$ cat config.mk
export PLATFORM = sky130hd
export DESIGN_NAME = circuit_node_grouper
export DESIGN_NICKNAME = d
export VERILOG_FILES = /design/src/cng_pkg.sv /design/src/circuit_node_grouper.sv
export SDC_FILE = /design/constraint.sdc
export NUM_CORES = 2
export LEC_CHECK = 0
export ABC_AREA = 1
export BUFFER_PORTS_ARGS = -buffer_cell sky130_fd_sc_hd__buf_2
export CAP_MARGIN = 30
export CORE_MARGIN = 2
export CORE_UTILIZATION = 57
export CTS_CLUSTER_DIAMETER = 100
export DETAILED_ROUTE_END_ITERATION = 12
export PLACE_DENSITY = 0.71
export REMOVE_ABC_BUFFERS = 1
export SYNTH_ARGS = -nofsm -noshare
export SYNTH_HDL_FRONTEND = slang
export SYNTH_SLANG_ARGS = --single-unit
export TNS_END_PERCENT = 10
$ cat constraint.sdc
create_clock -name aclk -period 5.9 [get_ports aclk]
set_input_delay 0.885 -clock aclk [delete_from_list [all_inputs] [get_ports aclk]]
set_output_delay 0.885 -clock aclk [all_outputs]
set_load 0.05 [all_outputs]
$ cat src/cng_pkg.sv
package cng_pkg;

    // Hardware limit on pins: the column word and the pin field fix it
    localparam int HW_PINS   = 32;

    localparam int PIN_W     = 5;
    localparam int COL_W     = 32;
    localparam int NODE_W    = 6;
    localparam int COUNT_W   = 5;
    localparam int CFG_W     = 6;

    localparam logic [CFG_W-1:0]  CFG_RESET = 6'd32;
    localparam logic [NODE_W-1:0] NODE_NONE = 6'h3F;

    localparam logic OP_LOAD = 1'b0;
    localparam logic OP_RUN  = 1'b1;

    // Input tdata: pin_index, column_bits, padded to whole bytes
    localparam int S_PIN_LO   = 0;
    localparam int S_COL_LO   = S_PIN_LO + PIN_W;
    localparam int S_TDATA_W  = ((S_COL_LO + COL_W + 7) / 8) * 8;

    // Output tdata: out_pin, node_id, node_count
    localparam int M_PIN_LO   = 0;
    localparam int M_NODE_LO  = M_PIN_LO + PIN_W;
    localparam int M_COUNT_LO = M_NODE_LO + NODE_W;
    localparam int M_TDATA_W  = ((M_COUNT_LO + COUNT_W + 7) / 8) * 8;

endpackage

$ cat src/circuit_node_grouper.sv
// Load request: column written to the connection memory when accepted.
// Run request: scan of pins 0..n-3; a checked pin is skipped, an unchecked pin
// takes a memory read then an evaluate, and each further node member is written.
// Results leave at one per cycle when not stalled, via read and output registers.
// Reset is synchronous, active low: clears control, pin_count to 32; the
// connection memory holds no defined value until loaded.
module circuit_node_grouper #(
    parameter int MAX_PINS = 32
) (
    input  logic                                aclk,
    input  logic                                aresetn,
    // config write: pin_count
    input  logic                                cfg_valid,
    output logic                                cfg_ready,
    input  logic [cng_pkg::CFG_W-1:0]           cfg_data,
    // input requests
    input  logic                                s_tvalid,
    output logic                                s_tready,
    // tdata, from bit 0: pin_index[4:0], column_bits[31:0], zero pad
    input  logic [cng_pkg::S_TDATA_W-1:0]       s_tdata,
    // tuser: op
    input  logic [0:0]                          s_tuser,
    // results
    output logic                                m_tvalid,
    input  logic                                m_tready,
    // tdata, from bit 0: out_pin[4:0], node_id[5:0], node_count[4:0]
    output logic [cng_pkg::M_TDATA_W-1:0]       m_tdata,
    output logic                                m_tlast
);

    localparam int PINS  = (MAX_PINS < cng_pkg::HW_PINS) ? MAX_PINS : cng_pkg::HW_PINS;
    localparam int IDX_W = $clog2(PINS);
    localparam int CNT_W = $clog2(PINS + 1);
    localparam int CW1   = CNT_W + 1;

    localparam logic [2:0] ST_IDLE      = 3'd0;
    localparam logic [2:0] ST_SCAN_RD   = 3'd1;
    localparam logic [2:0] ST_SCAN_EVAL = 3'd2;
    localparam logic [2:0] ST_SCAN_WR   = 3'd3;
    localparam logic [2:0] ST_EMIT      = 3'd4;

    logic [2:0]                     state_reg, state_next;
    logic [cng_pkg::CFG_W-1:0]      pin_count_reg;
    logic [CNT_W-1:0]               n_reg, n_next, n_eff;
    logic [IDX_W-1:0]               i_reg, i_next;
    logic [CNT_W-1:0]               k_reg, k_next;
    logic [PINS-1:0]                checked_reg, checked_next;
    logic [PINS-1:0]                valid_reg, valid_next;
    logic [PINS-1:0]                mask_reg, mask_next;
    logic [cng_pkg::COUNT_W-1:0]    nf_reg, nf_next;

    logic [PINS-1:0]                conn_mem [PINS];
    logic [PINS-1:0]                conn_rdata_reg;
    logic                           conn_rd_en;

    logic [cng_pkg::NODE_W-1:0]     node_mem [PINS];
    logic [cng_pkg::NODE_W-1:0]     node_rdata_reg;
    logic                           node_we;
    logic [IDX_W-1:0]               node_waddr;

    logic                           pend_reg, pend_next;
    logic [IDX_W-1:0]               pend_pin_reg;
    logic                           pend_last_reg;
    logic                           pend_valid_reg;
    logic [cng_pkg::COUNT_W-1:0]    pend_count_reg;

    logic                           out_valid_reg;
    logic [cng_pkg::M_TDATA_W-1:0]  out_data_reg;
    logic                           out_last_reg;

    logic                           accept, load_out, issue;
    logic [cng_pkg::PIN_W-1:0]      in_pin;
    logic [cng_pkg::COL_W-1:0]      in_col;
    logic                           in_load_ok;
    logic [PINS-1:0]                range_mask, cand_mask, pin_bit;
    logic                           cand_one, scan_done;
    logic [IDX_W-1:0]               low_idx;
    logic [PINS-1:0]                low_bit;
    logic [cng_pkg::NODE_W-1:0]     node_out;

    assign cfg_ready = 1'b1;
    assign s_tready  = (state_reg == ST_IDLE);
    assign accept    = s_tvalid && s_tready;

    assign in_pin     = s_tdata[cng_pkg::S_PIN_LO +: cng_pkg::PIN_W];
    assign in_col     = s_tdata[cng_pkg::S_COL_LO +: cng_pkg::COL_W];
    assign in_load_ok = ({1'b0, in_pin} < 6'(PINS));

    assign n_eff = (pin_count_reg > 6'(PINS)) ? CNT_W'(PINS) : CNT_W'(pin_count_reg);

    assign scan_done  = (CW1'(i_reg) + CW1'(2)) >= CW1'(n_reg);
    assign pin_bit    = PINS'(1) << i_reg;
    assign range_mask = (({PINS{1'b1}} << i_reg) << 1) & ~({PINS{1'b1}} << n_reg);
    assign cand_mask  = conn_rdata_reg & ~checked_reg & range_mask;
    assign cand_one   = ((cand_mask & (cand_mask - PINS'(1))) == '0);

    // lowest pending member of the node being written
    always_comb begin
        low_idx = '0;
        for (int b = PINS - 1; b >= 0; b--) begin
            if (mask_reg[b]) begin
                low_idx = IDX_W'(b);
            end
        end
    end
    assign low_bit = PINS'(1) << low_idx;

    assign load_out = pend_reg && (!out_valid_reg || m_tready);
    assign issue    = (state_reg == ST_EMIT) && (k_reg < n_reg) && (!pend_reg || load_out);

    always_comb begin
        state_next   = state_reg;
        n_next       = n_reg;
        i_next       = i_reg;
        k_next       = k_reg;
        checked_next = checked_reg;
        valid_next   = valid_reg;
        mask_next    = mask_reg;
        nf_next      = nf_reg;
        conn_rd_en   = 1'b0;
        node_we      = 1'b0;
        node_waddr   = i_reg;
        pend_next    = pend_reg;

        if (load_out) begin
            pend_next = 1'b0;
        end
        if (issue) begin
            pend_next = 1'b1;
            k_next    = k_reg + CNT_W'(1);
        end

        unique case (state_reg)
            ST_IDLE: begin
                if (accept && (s_tuser[0] == cng_pkg::OP_RUN)) begin
                    n_next       = n_eff;
                    i_next       = '0;
                    k_next       = '0;
                    checked_next = '0;
                    valid_next   = '0;
                    nf_next      = '0;
                    state_next   = ST_SCAN_RD;
                end
            end
            ST_SCAN_RD: begin
                priority if (scan_done) begin
                    state_next = ST_EMIT;
                end else if (checked_reg[i_reg]) begin
                    i_next = i_reg + IDX_W'(1);
                end else begin
                    conn_rd_en = 1'b1;
                    state_next = ST_SCAN_EVAL;
                end
            end
            ST_SCAN_EVAL: begin
                priority if (cand_mask == '0) begin
                    i_next     = i_reg + IDX_W'(1);
                    state_next = ST_SCAN_RD;
                end else if (cand_one) begin
                    // a lone pair: check both, no node
                    checked_next = checked_reg | pin_bit | cand_mask;
                    i_next       = i_reg + IDX_W'(1);
                    state_next   = ST_SCAN_RD;
                end else begin
                    checked_next = checked_reg | pin_bit | cand_mask;
                    node_we      = 1'b1;
                    node_waddr   = i_reg;
                    valid_next   = valid_reg | pin_bit;
                    mask_next    = cand_mask;
                    state_next   = ST_SCAN_WR;
                end
            end
            ST_SCAN_WR: begin
                node_we    = 1'b1;
                node_waddr = low_idx;
                valid_next = valid_reg | low_bit;
                mask_next  = mask_reg & ~low_bit;
                if ((mask_reg & ~low_bit) == '0) begin
                    nf_next    = nf_reg + cng_pkg::COUNT_W'(1);
                    i_next     = i_reg + IDX_W'(1);
                    state_next = ST_SCAN_RD;
                end
            end
            ST_EMIT: begin
                if (k_reg >= n_reg) begin
                    state_next = ST_IDLE;
                end
            end
            default: begin
                state_next = ST_IDLE;
            end
        endcase
    end

    always_ff @(posedge aclk) begin
        if (!aresetn) begin
            state_reg     <= ST_IDLE;
            pin_count_reg <= cng_pkg::CFG_RESET;
            n_reg         <= '0;
            i_reg         <= '0;
            k_reg         <= '0;
            checked_reg   <= '0;
            valid_reg     <= '0;
            mask_reg      <= '0;
            nf_reg        <= '0;
            pend_reg      <= 1'b0;
            out_valid_reg <= 1'b0;
        end else begin
            state_reg   <= state_next;
            n_reg       <= n_next;
            i_reg       <= i_next;
            k_reg       <= k_next;
            checked_reg <= checked_next;
            valid_reg   <= valid_next;
            mask_reg    <= mask_next;
            nf_reg      <= nf_next;
            pend_reg    <= pend_next;
            if (cfg_valid && cfg_ready) begin
                pin_count_reg <= cfg_data;
            end
            if (load_out) begin
                out_valid_reg <= 1'b1;
            end else if (m_tready) begin
                out_valid_reg <= 1'b0;
            end
        end
    end

    // connection memory: written on load, read during the scan
    always_ff @(posedge aclk) begin
        if (accept && (s_tuser[0] == cng_pkg::OP_LOAD) && in_load_ok) begin
            conn_mem[in_pin[IDX_W-1:0]] <= in_col[PINS-1:0];
        end
        if (conn_rd_en) begin
            conn_rdata_reg <= conn_mem[i_reg];
        end
    end

    // node memory: written during the scan, read during emission
    always_ff @(posedge aclk) begin
        if (node_we) begin
            node_mem[node_waddr] <= {1'b0, nf_reg};
        end
        if (issue) begin
            node_rdata_reg <= node_mem[k_reg[IDX_W-1:0]];
        end
    end

    // capture side data with the read, so a following run cannot disturb it
    always_ff @(posedge aclk) begin
        if (issue) begin
            pend_pin_reg   <= k_reg[IDX_W-1:0];
            pend_last_reg  <= (k_reg + CNT_W'(1)) == n_reg;
            pend_valid_reg <= valid_reg[k_reg[IDX_W-1:0]];
            pend_count_reg <= nf_reg;
        end
    end

    assign node_out = pend_valid_reg ? node_rdata_reg : cng_pkg::NODE_NONE;

    always_ff @(posedge aclk) begin
        if (load_out) begin
            out_data_reg <= cng_pkg::M_TDATA_W'({pend_count_reg, node_out,
                                                cng_pkg::PIN_W'(pend_pin_reg)});
            out_last_reg <= pend_last_reg;
        end
    end

    assign m_tvalid = out_valid_reg;
    assign m_tdata  = out_data_reg;
    assign m_tlast  = out_last_reg;

endmodule

==> impl_metrics.ini <==
[route]
vias = 39391
antenna_left = 0
drtIter0Drc = 5726
totalWireLength_um = 158000
firstDrtPassIters = 6
wl_per_cell_um = 25.7
viasPerCell = 6.41
drc = 0

[cells_and_area]
largest_register_ff_count = 992
area_delta_synth_final_pct = 11.4
nets = 4837
final_area_um2 = 62000
multi_input_area_um2 = 14800
fillCellCount = 7226
drive_gt1_share_pct = 9.54
final_util_pct = 64.1
regArea_um2 = 39100

[clock_network]
clockBufferDepth = 3
clock_latency_ns = 0.76
cts-htree-levels = 4
cts.sinks = 1346
cts_setup_buffers = 0
cts_hold_buf = 0
clk_pin_slew_worst_paths_ns = 0.06
cts_tree = done
cts_buffers = 135
postCtsResizedCells = 0
cts-root-buf = clkbuf_16

[floorplanning]
die_x_um = 316
initial_core_util_pct = 57.5
rows = 114
dieHeight_um = 316
ios = 72
core_um2 = 96700
die_area_um2 = 100000

[timing]
slew-limit-headroom_pct = 28.6
hold_viol = 0
setup_viol = 0
skew_ns = 0.0316
worstMarginPinSlew_ns = 1.07
grt_setup_unrepaired = false
max_freq_mhz = 189
fin_crit_sh_pct = 89.7
timing.hold.ws_ns = 0.360
finalMaxSlewViolations = 0
period_needed_ns = 5.29

[critical_path]
worstPathRequired_ns = 6.50
r2r-end = mask_reg[22]
crit_path_end = mask_reg[22]
path_delay_family = simple AND/OR/NAND/NOR gates
crit_path_start_kind = flip-flop
critical_path_depth = 35
cpMaxStageDelayCell = dfxtp_4
reg2regPathDepth = 35
cp_max_fo = 36
cp_common_cell = inv_2
reg2reg_setup_slack_ns = 0.61
worst-path-buf-inv = 10
reg2reg_from = i_reg[1]
arrival_ns = 5.89
critPathCaptureType = flip-flop
crit_type = reg2reg
cp-startpoint = i_reg[1]
max_stage_delay_ns = 0.56

[yosys]
yosys_warnings = 0
async_reset_ff_share_pct = 0
synth.most_common_cell = edfxtp_1
netlist_top_cells_area = edfxtp_1, o21ai_0, nor2_1
avgSynthCellArea_um2 = 11.7
synth_top_area_share_pct = 65.7
yosysUniqueCellTypes = 58
ys_seq_area_share_pct = 70.3
ys_ff_latch = 1346
yosys_most_used_dff = edfxtp_1
synth_edf_count = 1217
synth_cells = 4748
netlist_area_um2 = 55600
synth_largest_area_cell = edfxtp_1
netlist_top_cells_count = edfxtp_1, nor2_1, o21ai_0, nand2_1, clkbuf_1

[power_and_ir_drop]
power.leakage_nw = 20.6
p_per_area_nw_per_um2 = 402
ir_drop_mv = 0.308

[place]
dp_hpwl_um = 90900
port_buffers = 66
place_congestion = 1.05
dpl_cell_area_um2 = 57700

[global_route]
antenna_found_initial = 7
grtUsageTotal_pct = 31.4
grt_max_degree = 200
overflow = 0
grt_first_pass_wirelength_um = 233000
grt_pass1_vias = 37019

[job]
maxCapViolations = 0

[run_status]
status = complete, no violations

[worst_hold_path]
hold_class = in2reg
==> logic make-up after synthesis <==
kind of cell	count (synthesis)	share of synthesized area, %
AO/OA/AOI/OAI	1423	14.9
XOR/XNOR	9	0.142
adder cells (fa/ha/maj)	26	0.585
other	1	0.00674
flip-flops	1346	70.3
AND/OR/NAND/NOR	1431	10.6
buffers and inverters	512	3.55
==> per-stage QoR <==
step                      worst slack, ns  cells  setup TNS (ns)  power (mW)
after floorplan                    -21.64   4442        -6909.21        14.7
after global placement              0.817   5888               0        16.6
after detailed placement            0.751   5895               0        16.7
after CTS                           0.704   6138               0        24.9
after global routing                0.167   6142               0        25.8
final                               0.609   6145               0        24.9
==> worst min path at each step <==
stage	start	endpoint	slack, ns	cells past startpoint
6_report	cfg_data[5]	pin_count_reg[5]	0.36	3
5_1_grt	cfg_data[5]	pin_count_reg[5]	0.36	3
4_1_cts	cfg_data[5]	pin_count_reg[5]	0.33	3
3_5_place_dp	pend_count_reg[1]	m_tdata[12]	0.41	0
3_3_place_gp	pend_count_reg[1]	m_tdata[12]	0.40	0
2_1_floorplan	pend_pin_reg[0]	m_tdata[0]	0.40	0
==> area by class of cell <==
| type | instances | area share [%] |
|---|---|---|
| Timing Repair Buffer | 180 | 2.22 |
| Inverter | 206 | 1.28 |
| Antenna cell | 4 | 0.0161 |
| Multi-Input combinational cell | 2890 | 23.9 |
| Clock buffer | 168 | 5.87 |
| Sequential cell | 1346 | 63.1 |
| Clock inverter | 75 | 1.02 |
| Tap cell | 1276 | 2.57 |
==> metal layers <==
metal	vias to the layer above	GRT usage, %	part of all wire, %
met5	-	0	0.0082
met4	2	15.0	4.8
met3	457	6.03	10
met2	2302	49.2	46
met1	19104	42.8	39
li1	17526	-	-
==> cell usage in the layout, fill, tap and decap left out, types with 24 or more instances in the layout <==
master	n
clkinv_2	24
nand3_1	118
buf_4	99
o221ai_1	28
edfxtp_1	1217
buf_2	66
nor2_1	795
o21ai_0	722
a221oi_1	58
dfxtp_1	123
a21oi_1	181
nor3_1	47
o22ai_1	262
clkinv_1	34
a22o_1	34
inv_1	185
clkbuf_16	140
nand2_1	351
ha_1	26
a211oi_1	51
nor2_4	42
clkbuf_1	25
==> worst register-to-register path, delay by kind of cell (launching register included) <==
| family | cells | cell delay, ns |
|---|---|---|
| flops | 1 | 0.56 |
| compound gates | 3 | 0.34 |
| simple gates | 21 | 2.66 |
| buf+inv | 10 | 1.25 |
| fa+ha+maj | 1 | 0.29 |
==> where the power goes <==
part	total, mW	switching (mW)	internal, mW
sequential	11.0	0.228	10.7
clock	8.33	3.59	4.74
combinational	5.65	4.12	1.53
Note: power is estimated with default switching activity, not from simulation.
